[src/design/slid_pkg.sv]
// Package with shared types, constants and control structures of the sorted key list.
`default_nettype none
package slid_pkg;

    localparam int LIST_DEPTH_DEF = 16;
    localparam int KEY_W          = 31;
    localparam int COUNT_W        = 5;

    localparam logic REQ_INSERT = 1'b0;
    localparam logic REQ_DELETE = 1'b1;

    typedef enum logic [1:0] {
        ST_INSERTED  = 2'd0,
        ST_DELETED   = 2'd1,
        ST_NOT_FOUND = 2'd2,
        ST_FULL      = 2'd3
    } t_status;

    typedef enum logic [1:0] {
        S_IDLE,
        S_INS,
        S_DEL,
        S_RESP
    } t_state;

    typedef struct packed {
        logic load;
        logic ins_full;
        logic ins_put;
        logic ins_shift;
        logic del_step;
        logic del_end;
        logic emit;
    } t_dp_cmd;

    typedef struct packed {
        logic full;
        logic idx_zero;
        logic key_ge;
        logic scan_done;
        logic out_free;
    } t_dp_sts;

endpackage
`default_nettype wire

[src/design/slid_if.sv]
// Handshake interfaces for the request and response channels of the sorted key list.
`default_nettype none
interface slid_req_if;
    import slid_pkg::*;

    logic             valid;
    logic             ready;
    logic             req_type;
    logic [KEY_W-1:0] key_value;

    modport source (output valid, output req_type, output key_value, input ready);
    modport sink   (input valid, input req_type, input key_value, output ready);
endinterface

interface slid_rsp_if;
    import slid_pkg::*;

    logic               valid;
    logic               ready;
    logic [1:0]         op_status;
    logic [COUNT_W-1:0] entry_count;

    modport source (output valid, output op_status, output entry_count, input ready);
    modport sink   (input valid, input op_status, input entry_count, output ready);
endinterface
`default_nettype wire

[src/design/slid_ctrl.sv]
// Controller state machine that sequences insert and delete requests over the key store.
`default_nettype none
module slid_ctrl (
    input  wire               i_clk,
    input  wire               i_rst_n,
    input  wire               i_req_valid,
    input  wire               i_req_type,
    output logic              o_req_ready,
    input  slid_pkg::t_dp_sts i_sts,
    output slid_pkg::t_dp_cmd o_cmd
);
    import slid_pkg::*;

    t_state r_state;
    t_state n_state;

    always_ff @(posedge i_clk) begin
        if (!i_rst_n) begin
            r_state <= S_IDLE;
        end else begin
            r_state <= n_state;
        end
    end

    always_comb begin
        n_state = r_state;
        unique case (r_state)
            S_IDLE: begin
                if (i_req_valid) begin
                    n_state = (i_req_type == REQ_DELETE) ? S_DEL : S_INS;
                end
            end
            S_INS: begin
                if (i_sts.full || i_sts.idx_zero || !i_sts.key_ge) begin
                    n_state = S_RESP;
                end
            end
            S_DEL: begin
                if (i_sts.scan_done) begin
                    n_state = S_RESP;
                end
            end
            S_RESP: begin
                if (i_sts.out_free) begin
                    n_state = S_IDLE;
                end
            end
            default: n_state = S_IDLE;
        endcase
    end

    always_comb begin
        o_cmd       = '0;
        o_req_ready = 1'b0;
        unique case (r_state)
            S_IDLE: begin
                o_req_ready = 1'b1;
                o_cmd.load  = i_req_valid;
            end
            S_INS: begin
                if (i_sts.full) begin
                    o_cmd.ins_full = 1'b1;
                end else if (i_sts.idx_zero || !i_sts.key_ge) begin
                    o_cmd.ins_put = 1'b1;
                end else begin
                    o_cmd.ins_shift = 1'b1;
                end
            end
            S_DEL: begin
                if (i_sts.scan_done) begin
                    o_cmd.del_end = 1'b1;
                end else begin
                    o_cmd.del_step = 1'b1;
                end
            end
            S_RESP: begin
                o_cmd.emit = i_sts.out_free;
            end
            default: begin
                o_cmd       = '0;
                o_req_ready = 1'b0;
            end
        endcase
    end

endmodule
`default_nettype wire

[src/design/slid_datapath.sv]
// Datapath with the key memory, the scan index, the entry count and the response register.
`default_nettype none
module slid_datapath #(
    parameter int LIST_DEPTH = slid_pkg::LIST_DEPTH_DEF
) (
    input  wire                         i_clk,
    input  wire                         i_rst_n,
    input  slid_pkg::t_dp_cmd           i_cmd,
    output slid_pkg::t_dp_sts           o_sts,
    input  wire                         i_req_type,
    input  wire [slid_pkg::KEY_W-1:0]   i_key_value,
    output logic                        o_rsp_valid,
    input  wire                         i_rsp_ready,
    output logic [1:0]                  o_op_status,
    output logic [slid_pkg::COUNT_W-1:0] o_entry_count
);
    import slid_pkg::*;

    localparam int AW = (LIST_DEPTH > 1) ? $clog2(LIST_DEPTH) : 1;
    localparam int CW = $clog2(LIST_DEPTH + 1);

    logic [KEY_W-1:0]   r_mem [LIST_DEPTH];
    logic [KEY_W-1:0]   r_rdata;
    logic [KEY_W-1:0]   r_key;
    logic               r_found;
    logic [CW-1:0]      r_cnt;
    logic [CW-1:0]      r_idx;
    t_status            r_status;
    logic               r_out_valid;
    t_status            r_out_status;
    logic [CW-1:0]      r_out_cnt;

    logic [CW-1:0]      idx_dec;
    logic [CW-1:0]      idx_dec2;
    logic [CW-1:0]      idx_inc;
    logic [CW-1:0]      cnt_dec;
    logic               rd_en;
    logic [AW-1:0]      rd_addr;
    logic               wr_en;
    logic [AW-1:0]      wr_addr;
    logic [KEY_W-1:0]   wr_data;
    logic [CW+COUNT_W-1:0] cnt_ext;

    assign idx_dec  = r_idx - CW'(1);
    assign idx_dec2 = r_idx - CW'(2);
    assign idx_inc  = r_idx + CW'(1);
    assign cnt_dec  = r_cnt - CW'(1);

    // Insert walks backward from the tail, delete walks forward from the head.
    always_comb begin
        rd_en   = 1'b0;
        rd_addr = '0;
        if (i_cmd.load) begin
            rd_en = (r_cnt != '0);
            if (i_req_type == REQ_DELETE) begin
                rd_addr = '0;
            end else begin
                rd_addr = cnt_dec[AW-1:0];
            end
        end else if (i_cmd.ins_shift) begin
            rd_en   = (r_idx >= CW'(2));
            rd_addr = idx_dec2[AW-1:0];
        end else if (i_cmd.del_step) begin
            rd_en   = (idx_inc < r_cnt);
            rd_addr = idx_inc[AW-1:0];
        end
    end

    always_comb begin
        wr_en   = 1'b0;
        wr_addr = r_idx[AW-1:0];
        wr_data = r_key;
        if (i_cmd.ins_put) begin
            wr_en = 1'b1;
        end else if (i_cmd.ins_shift) begin
            wr_en   = 1'b1;
            wr_data = r_rdata;
        end else if (i_cmd.del_step && r_found) begin
            wr_en   = 1'b1;
            wr_addr = idx_dec[AW-1:0];
            wr_data = r_rdata;
        end
    end

    always_ff @(posedge i_clk) begin
        if (wr_en) begin
            r_mem[wr_addr] <= wr_data;
        end
        if (rd_en) begin
            r_rdata <= r_mem[rd_addr];
        end
    end

    always_ff @(posedge i_clk) begin
        if (!i_rst_n) begin
            r_cnt       <= '0;
            r_out_valid <= 1'b0;
        end else begin
            if (i_cmd.ins_put) begin
                r_cnt <= r_cnt + CW'(1);
            end else if (i_cmd.del_end && r_found) begin
                r_cnt <= cnt_dec;
            end
            if (i_cmd.emit) begin
                r_out_valid <= 1'b1;
            end else if (i_rsp_ready) begin
                r_out_valid <= 1'b0;
            end
        end
    end

    always_ff @(posedge i_clk) begin
        if (i_cmd.load) begin
            r_key   <= i_key_value;
            r_found <= 1'b0;
            r_idx   <= (i_req_type == REQ_DELETE) ? '0 : r_cnt;
        end else if (i_cmd.ins_shift) begin
            r_idx <= idx_dec;
        end else if (i_cmd.del_step) begin
            r_idx <= idx_inc;
            if (!r_found && (r_rdata == r_key)) begin
                r_found <= 1'b1;
            end
        end
        if (i_cmd.ins_full) begin
            r_status <= ST_FULL;
        end else if (i_cmd.ins_put) begin
            r_status <= ST_INSERTED;
        end else if (i_cmd.del_end) begin
            r_status <= r_found ? ST_DELETED : ST_NOT_FOUND;
        end
        if (i_cmd.emit) begin
            r_out_status <= r_status;
            r_out_cnt    <= r_cnt;
        end
    end

    always_comb begin
        o_sts.full      = (r_cnt == CW'(LIST_DEPTH));
        o_sts.idx_zero  = (r_idx == '0);
        o_sts.key_ge    = (r_rdata >= r_key);
        o_sts.scan_done = (r_idx == r_cnt);
        o_sts.out_free  = !r_out_valid || i_rsp_ready;
    end

    assign cnt_ext       = {{COUNT_W{1'b0}}, r_out_cnt};
    assign o_rsp_valid   = r_out_valid;
    assign o_op_status   = r_out_status;
    assign o_entry_count = cnt_ext[COUNT_W-1:0];

    a_cnt_bound: assert property (@(posedge i_clk) disable iff (!i_rst_n)
        r_cnt <= CW'(LIST_DEPTH))
        else $error("Entry count exceeds the list depth.");

    a_put_room: assert property (@(posedge i_clk) disable iff (!i_rst_n)
        i_cmd.ins_put |-> (r_cnt != CW'(LIST_DEPTH)))
        else $error("Insert stored a key into a full list.");

    a_shift_slot: assert property (@(posedge i_clk) disable iff (!i_rst_n)
        i_cmd.ins_shift |-> (r_idx != '0))
        else $error("Insert shift targeted the head slot.");

    a_del_range: assert property (@(posedge i_clk) disable iff (!i_rst_n)
        i_cmd.del_step |-> (r_idx < r_cnt))
        else $error("Delete scan ran past the stored entries.");

    a_cmd_single: assert property (@(posedge i_clk) disable iff (!i_rst_n)
        $onehot0({i_cmd.load, i_cmd.ins_full, i_cmd.ins_put, i_cmd.ins_shift,
                  i_cmd.del_step, i_cmd.del_end, i_cmd.emit}))
        else $error("More than one datapath command is active.");

endmodule
`default_nettype wire

[src/design/sorted_list_insert_delete.sv]
// Top level of the bounded ascending sorted key list with insert and delete requests.
// The block holds up to LIST_DEPTH keys in ascending order in a single-port-read memory
// and handles one request at a time, visiting one stored entry per cycle. An insert
// shifts every stored key greater than or equal to the new key up one slot while
// walking back from the tail; an insert into a full list is refused with a full status.
// A delete scans the whole list and closes the gap behind the removed key as it goes.
// The next request is taken in the cycle after the response enters the output register,
// even if that response has not yet been transferred. Every request yields exactly one
// response.
`default_nettype none
module sorted_list_insert_delete #(
    parameter int LIST_DEPTH = slid_pkg::LIST_DEPTH_DEF
) (
    input  wire         i_clk,
    input  wire         i_rst_n,
    slid_req_if.sink    i_req,
    slid_rsp_if.source  o_rsp
);
    import slid_pkg::*;

    t_dp_cmd cmd;
    t_dp_sts sts;

    slid_ctrl u_ctrl (
        .i_clk       (i_clk),
        .i_rst_n     (i_rst_n),
        .i_req_valid (i_req.valid),
        .i_req_type  (i_req.req_type),
        .o_req_ready (i_req.ready),
        .i_sts       (sts),
        .o_cmd       (cmd)
    );

    slid_datapath #(
        .LIST_DEPTH (LIST_DEPTH)
    ) u_datapath (
        .i_clk         (i_clk),
        .i_rst_n       (i_rst_n),
        .i_cmd         (cmd),
        .o_sts         (sts),
        .i_req_type    (i_req.req_type),
        .i_key_value   (i_req.key_value),
        .o_rsp_valid   (o_rsp.valid),
        .i_rsp_ready   (o_rsp.ready),
        .o_op_status   (o_rsp.op_status),
        .o_entry_count (o_rsp.entry_count)
    );

endmodule
`default_nettype wire

[src/flat_wrapper.sv]
// flat-port wrapper written by rule: the top's interface ports become plain ports
module sorted_list_insert_delete_flat import slid_pkg::*;
#(
    parameter int LIST_DEPTH = slid_pkg::LIST_DEPTH_DEF
)
  (i_clk, i_rst_n, i_req_valid, i_req_req_type, i_req_key_value, i_req_ready, o_rsp_valid, o_rsp_op_status, o_rsp_entry_count, o_rsp_ready);
  slid_req_if i_req_i ();
  slid_rsp_if o_rsp_i ();
  input  wire i_clk;
  input  wire i_rst_n;
  input wire logic [$bits(i_req_i.valid)-1:0] i_req_valid;
  input wire logic [$bits(i_req_i.req_type)-1:0] i_req_req_type;
  input wire logic [$bits(i_req_i.key_value)-1:0] i_req_key_value;
  output wire logic [$bits(i_req_i.ready)-1:0] i_req_ready;
  output wire logic [$bits(o_rsp_i.valid)-1:0] o_rsp_valid;
  output wire logic [$bits(o_rsp_i.op_status)-1:0] o_rsp_op_status;
  output wire logic [$bits(o_rsp_i.entry_count)-1:0] o_rsp_entry_count;
  input wire logic [$bits(o_rsp_i.ready)-1:0] o_rsp_ready;
  assign i_req_i.valid = i_req_valid;
  assign i_req_i.req_type = i_req_req_type;
  assign i_req_i.key_value = i_req_key_value;
  assign i_req_ready = i_req_i.ready;
  assign o_rsp_valid = o_rsp_i.valid;
  assign o_rsp_op_status = o_rsp_i.op_status;
  assign o_rsp_entry_count = o_rsp_i.entry_count;
  assign o_rsp_i.ready = o_rsp_ready;
  sorted_list_insert_delete #(.LIST_DEPTH(LIST_DEPTH)) u_core (.i_clk(i_clk), .i_rst_n(i_rst_n), .i_req(i_req_i), .o_rsp(o_rsp_i));
endmodule
[config.mk]
export PLATFORM = sky130hd
export DESIGN_NAME = sorted_list_insert_delete_flat
export DESIGN_NICKNAME = d
export VERILOG_FILES = /design/src/design/slid_pkg.sv /design/src/design/slid_if.sv /design/src/design/slid_ctrl.sv /design/src/design/slid_datapath.sv /design/src/design/sorted_list_insert_delete.sv /design/src/flat_wrapper.sv
export SDC_FILE = /design/constraint.sdc
export NUM_CORES = 1
export LEC_CHECK = 0
export BUFFER_PORTS_ARGS = -buffer_cell sky130_fd_sc_hd__buf_2
export CAP_MARGIN = 20
export CORE_MARGIN = 2
export CORE_UTILIZATION = 40
export DETAILED_ROUTE_END_ITERATION = 12
export SYNTH_ARGS = -nofsm -noshare
export SYNTH_HDL_FRONTEND = slang
export SYNTH_SLANG_ARGS = --single-unit
[constraint.sdc]
create_clock -name i_clk -period 4.1 [get_ports i_clk]
set_input_delay 0.82 -clock i_clk [delete_from_list [all_inputs] [get_ports i_clk]]
set_output_delay 0.82 -clock i_clk [all_outputs]
set_load 0.01 [all_outputs]
---- Word-level counts from Yosys, hierarchy flattened ----
Memories as Yosys holds them, arrays and structs flattened. A register that Yosys moved wholly into a read port is not among the register bits.
Index checks and enable logic that the tools add are counted.
storage, ports and cells
  input port bits ......................... 36
  memory bits (writable) .................. 496
  memories kept ........................... 1
  flip-flop bits (word level) ............. 54
memory list
  name                     words  bits a word  rd ports  clocked after Yosys merged registers in  wr ports  RTL line             source
  u_core.u_datapath.r_mem  16     31           1         1                                        1         slid_datapath.sv:22  logic [KEY_W-1:0] r_mem [LIST_DEPTH];
operators by class
  magnitude comparators ................... 3
  reductions and logical operators ........ 19
  add/subtract/negate cells ............... 5
  equal/unequal tests ..................... 10
  multiplexer cells ....................... 46
  bitwise logic cells ..................... 1
operators by type and width
  kind                                                                    number
  31-bit 2-to-1 mux                                                       3
  31-bit equality test                                                    1
  31-bit >= comparator                                                    1
  5-bit 2-to-1 mux                                                        6
  4-bit 2-to-1 mux                                                        7
  2-bit 2-to-1 mux                                                        10
  1-bit 2-to-1 mux                                                        18
  5-bit by 1-bit adder with 5-bit output (second input constant)          2
  5-bit by 1-bit subtractor with 5-bit output (second input constant)     2
  2-bit case mux with 4 select lines                                      1
  2-bit inequality test (second input constant)                           3
  2-bit nonzero test                                                      3
  5-bit equality test                                                     1
  5-bit equality test (second input constant)                             1
  5-bit by 2-bit >= comparator with 1-bit output (second input constant)  1
  5-bit logical NOT                                                       1
  5-bit < comparator                                                      1
  5-bit nonzero test                                                      1
  2-bit equality test (second input constant)                             2
  1-bit logical OR                                                        4
  4-bit AND reduction                                                     1
  4-bit by 2-bit subtractor with 4-bit output (second input constant)     1
  1-bit logical AND                                                       3
  1-bit logical NOT                                                       3
  7 further kinds                                                         7

---- Logic depth before layout (Yosys ltp) ----
  word-level depth ........................ 10
  depth in mapped cells ................... 17
  gate-level depth less buffers ........... 12

---- By module ----
A second synthesis with hierarchy kept.
second synthesis, totals
  cell total of the unflattened synthesis .. 2,048
  area, all modules ....................... 26,237.7 µm²
modules (own cells, without submodules)
  module         area an instance (µm²)  instances  cells an instance
  slid_datapath  25,984.9                1          2,021
  slid_ctrl      252.7                   1          27

---- Least setup slack after synthesis ----
OpenSTA, ideal clock, no wires.
  kind .................................... register to register
  start point ............................. register u_core.u_datapath.r_rdata[2], read port of u_core.u_datapath.r_mem
  end point ............................... register u_core.u_datapath.r_rdata[0], read port of u_core.u_datapath.r_mem (enable)
  period minus slack after synthesis ...... 4.359 ns
  path buffers ............................ 2
  cell stages (with the launch flop) ...... 12
  arrival time ............................ 3.926 ns
  slack ................................... -0.259 ns
  path through ............................ edfxtp_1 ha_1 a21oi_1 a21oi_1 o31a_1 o41a_1 o21a_1 buf_2 clkbuf_1 nor4bb_1 a21oi_1 a22oi_1
on the way
  cells in the longest elaborated chain, start to end .. 8
ends and longest elaborated chain
  item                         RTL line              source
  from (decl)                  slid_datapath.sv:23   logic [KEY_W-1:0] r_rdata;
  31-bit >= comparator         slid_datapath.sv:141  o_sts.key_ge = (r_rdata >= r_key);
  1-bit logical NOT            slid_ctrl.sv:63       end else if (i_sts.idx_zero || !i_sts.key_ge) begin
  1-bit logical OR             slid_ctrl.sv:63
  1-bit 2-to-1 mux             slid_ctrl.sv:63
  2-bit 2-to-1 mux             slid_ctrl.sv:61       if (i_sts.full) begin
  3-bit 2-to-1 mux             slid_ctrl.sv:55       unique case (r_state)
  1-bit 2-to-1 mux             slid_datapath.sv:60   end else if (i_cmd.ins_shift) begin
  1-bit 2-to-1 mux             slid_datapath.sv:53   if (i_cmd.load) begin
  net u_core.u_datapath.rd_en  slid_datapath.sv:37   logic rd_en;
The timed path passes the listed nets, and every way through them passes these cells.
A chain may end at the register's enable or synchronous reset.

---- Final worst setup path ----
  start point ............................. register u_core.u_datapath.r_rdata[6], read port of u_core.u_datapath.r_mem
  end point ............................... register u_core.u_datapath.r_rdata[18], read port of u_core.u_datapath.r_mem (data pin)
on the way
  cells in the longest elaborated chain, start to end .. 8
ends and longest elaborated chain
  item                                                         RTL line
  31-bit >= comparator (*)                                     slid_datapath.sv:141
  1-bit logical NOT (*)                                        slid_ctrl.sv:63
  1-bit logical OR (*)                                         slid_ctrl.sv:63
  1-bit 2-to-1 mux (*)                                         slid_ctrl.sv:63
  2-bit 2-to-1 mux (*)                                         slid_ctrl.sv:61
  3-bit 2-to-1 mux (*)                                         slid_ctrl.sv:55
  4-bit 2-to-1 mux / 1-bit 2-to-1 mux (equally long branches)  slid_datapath.sv:60
  4-bit 2-to-1 mux / 1-bit 2-to-1 mux (equally long branches)  slid_datapath.sv:53
Mark *: on every way between the ends. The rest lies on a longest branch, timed or not.

==> flow_metrics.env <==
export IMPL_grt_overflow=0
export IMPL_wl_per_cell_microns=24.1
export IMPL_min_period_ns=4.26
export IMPL_ys_seq_area_share_pct=72.5
export IMPL_cts_max_path_buffers=3
export IMPL_clock_latency_ns=0.64
export IMPL_cts_tree="built"
export IMPL_die_h_microns=249
export IMPL_syn_cell_area_sq_mm=0.0239
export IMPL_powerDensity_mw_per_mm2=795
export IMPL_area_delta_synth_final_pct=24.3
export IMPL_crit_path_top_delay_cell="or4b_4"
export IMPL_async_flop_share_pct=0
export IMPL_synthAdderAreaFrac_pct=2.51
export IMPL_max_cap_violations=0
export IMPL_final_hold_viol_count=0
export IMPL_drive_above_1_share_pct=23.7
export IMPL_required_ns=4.48
export IMPL_place_hpwl_mm=35.3
export IMPL_violations="negative setup slack"
export IMPL_die_area_sq_mm=0.0618
export IMPL_yosys_mux_area_fraction_pct=2.90
export IMPL_numCtsBuffers=59
export IMPL_setup_viol=31
export IMPL_gp_congestion=0.847
export IMPL_die_w_microns=249
export IMPL_hp_class="input port to flop"
export IMPL_cts_hold_buf=0
export IMPL_peakVddDrop_v=0.000432
export IMPL_reg2reg_slack_ns=-0.16
export IMPL_wl_mm=64.6
export IMPL_slew_viol_final=0
export IMPL_crit_chain="ha_1 > nand4_1 > a21oi_2 > o31a_1 > o41a_1 > buf_6 > o21a_1 > or4b_4 > and2_4 > buf_12 > clkbuf_16 > mux2i_2 > a221oi_1 > or4_1"
export IMPL_postSynthCellCount=1649
export IMPL_cp_start_kind="flop"
export IMPL_synth_top_family_by_area="compound AO/OA/AOI/OAI gates"
export IMPL_power_leakage_nw=10.5
export IMPL_arrival_ns=4.64
export IMPL_grtUsageTotal_pct=19.9
export IMPL_critPathMaxStageDelay_ns=0.53
export IMPL_path_max_fanout=6
export IMPL_slew_limit_headroom_pct=27.9
export IMPL_io_pins=45
export IMPL_antenna_found_initial=0
export IMPL_cp_end_kind="flop"
export IMPL_ys_ff_latch=581
export IMPL_fmax_mhz=235
export IMPL_layout_setup_ws_ns=-0.157
export IMPL_rows=89
export IMPL_drtPass1Iterations=5
export IMPL_synth_area_per_cell_sq_um=14.5
export IMPL_drc=0
export IMPL_drtAntennaViolNets=0
export IMPL_finalInstanceArea_sq_mm=0.0297
export IMPL_syn_nets=1733
export IMPL_final_setup_skew_ns=0.0334
export IMPL_rsz0062_at_grt="true"
export IMPL_num_antenna_cells=0
export IMPL_first_iter_violations=1643
export IMPL_numClockSinks=581
export IMPL_status="finished with violations"
export IMPL_routed_via_density=5.72
export IMPL_dp_cells=2521
export IMPL_synth_edf_count=570
export IMPL_pre_cts_ws_ns=-0.302
export IMPL_portBuffers=44
export IMPL_period_share_pct=104
export IMPL_cts_root_buffer="clkbuf_16"
export IMPL_grt_pass1_wl_mm=93.0
export IMPL_synthDistinctLibCells=55
export IMPL_ys_flop_type="edfxtp_1"
export IMPL_yosys_area_share_simple_pct=8.40
export IMPL_setup_worst_path_class="flop to flop"
export IMPL_vias=15300
export IMPL_nets=1939
export IMPL_dpl_instance_area_sq_mm=0.0264
export IMPL_synthXorXnorAreaFrac_pct=0.696
export IMPL_ys_warnings_count=0
export IMPL_clk_transition_reported_paths_ns=0.06
export IMPL_htreeDepth=2
export IMPL_grt_max_degree=55
export IMPL_initial_core_util_pct=40.5
export IMPL_grt_pass1_vias=14600
export IMPL_core_sq_mm=0.0590
export IMPL_instances_no_fill=2679
export IMPL_tightest_slew_ns=1.08
export IMPL_synth_compound_gate_area_share_pct=10.3
## cells by family after synthesis
logic type,count (synthesis)
flip-flops,581
AND/OR/NAND/NOR,429
multiplexers,69
AO/OA/AOI/OAI,347
XOR/XNOR,19
buffers and inverters,156
adder cells (fa/ha/maj),48
## repair_timing
| item | 4_1_cts | 5_1_grt |
|---|---|---|
| setup endpoints to repair | 31 | 31 |
| pin swaps | 21 | 56 |
| resized for setup | 45 | 99 |
| buffers inserted | 17 | 16 |
| cloned | 7 | 8 |
| endpoints found under the hold margin | 0 | 0 |
## critical path, delay by kind of cell (launching register included)
kind / cells / cell delay, ns
AND/OR/NAND/NOR: 4 / 1.41
adder cells (fa/ha/maj): 1 / 0.34
multiplexers: 1 / 0.20
flip-flops: 1 / 0.46
AO/OA/AOI/OAI: 5 / 1.08
buffers and inverters: 3 / 0.47
## through the flow
step           setup TNS [ns]  hold slack [ns]  utilization (%)  total power, mW
2_1_floorplan               0            0.403                -             13.2
3_3_place_gp            -6.81            0.426             44.8             16.5
3_5_place_dp            -7.82            0.427             44.8             16.7
4_1_cts                 -2.85            0.313             49.0             22.7
5_1_grt                 -5.61            0.322             50.4             24.7
6_report                -3.25            0.349             50.4             23.6
## cell usage after synthesis (all sizes together) (31+ instances only)
library cell  instances  share of area, %
clkbuf               80               1.3
o21ai                48               1.0
mux2i                67               2.8
inv                  45              0.71
edfxtp              570                72
or4                  31              0.97
nor2                 31              0.49
ha                   48               2.5
a211oi               65               2.1
a21oi                79               1.7
a221oi               62               2.3
and3                 65               1.7
nand2               248               3.9
a311oi               64               2.3
## layout make-up
class                           instances  area, sq um
Inverter                               46          173
Timing Repair Buffer                  255         2610
Sequential cell                       581        17300
Multi-Input combinational cell        912         6730
Clock buffer                           72         1530
Clock inverter                         40          383
Fill cell                            4924        29300
Tap cell                              773          967
## state kept, by name, summed over array words and instances (netlist names)
signal,count
u_core.u_datapath.r_rdata,31
u_core.u_datapath.o_entry_count,5
u_core.u_datapath.o_rsp_valid,1
u_core.u_ctrl.r_state,2
u_core.u_datapath.o_op_status,2
u_core.u_datapath.r_status,2
u_core.u_datapath.r_found,1
u_core.u_datapath.r_key,31
u_core.u_datapath.r_mem,496
u_core.u_datapath.r_idx,5
u_core.u_datapath.r_cnt,5
## routing by layer
metal	share of wire, %	GRT usage [%]
met4	2.3	5.80
met2	46	31.0
met5	0	0
met3	7.9	3.21
met1	44	29.0
## worst paths after layout
| path | from | endpoint | cells after the start |
|---|---|---|---|
| hold / removal | i_req_key_value[21] | u_core.u_datapath.r_key[21] | 1 |
| hold reg to reg | u_core.u_datapath.r_status[0] | u_core.u_datapath.o_op_status[0] | 0 |
| setup reg to reg | u_core.u_datapath.r_rdata[6] | u_core.u_datapath.r_rdata[18] | 14 |
| setup / recovery | u_core.u_datapath.r_rdata[6] | u_core.u_datapath.r_rdata[18] | 14 |
## power by group
group / switching, mW / leakage, nW / internal, mW / total (mW)
Clock: 2.26 / 0.924 / 3.08 / 5.33
Sequential: 0.267 / 5.26 / 8.10 / 8.37
Combinational: 5.80 / 4.34 / 4.14 / 9.93
## placed cells by master (no fill, tap or decap), types with 40 or more instances in the layout
| cell type | Yosys | final |
|---|---|---|
| edfxtp_1 | 570 | 570 |
| nand2_1 | 248 | 239 |
| buf_4 | 1 | 142 |
| a21oi_1 | 79 | 75 |
| clkbuf_16 | 0 | 67 |
| and3_1 | 65 | 65 |
| a311oi_1 | 64 | 58 |
| a211oi_1 | 64 | 52 |
| o21ai_0 | 47 | 46 |
| mux2i_1 | 67 | 46 |
| buf_2 | 23 | 44 |
| a221oi_1 | 62 | 42 |
| inv_1 | 45 | 41 |
| ha_1 | 48 | 40 |
Power figures use the tool's default switching activity.
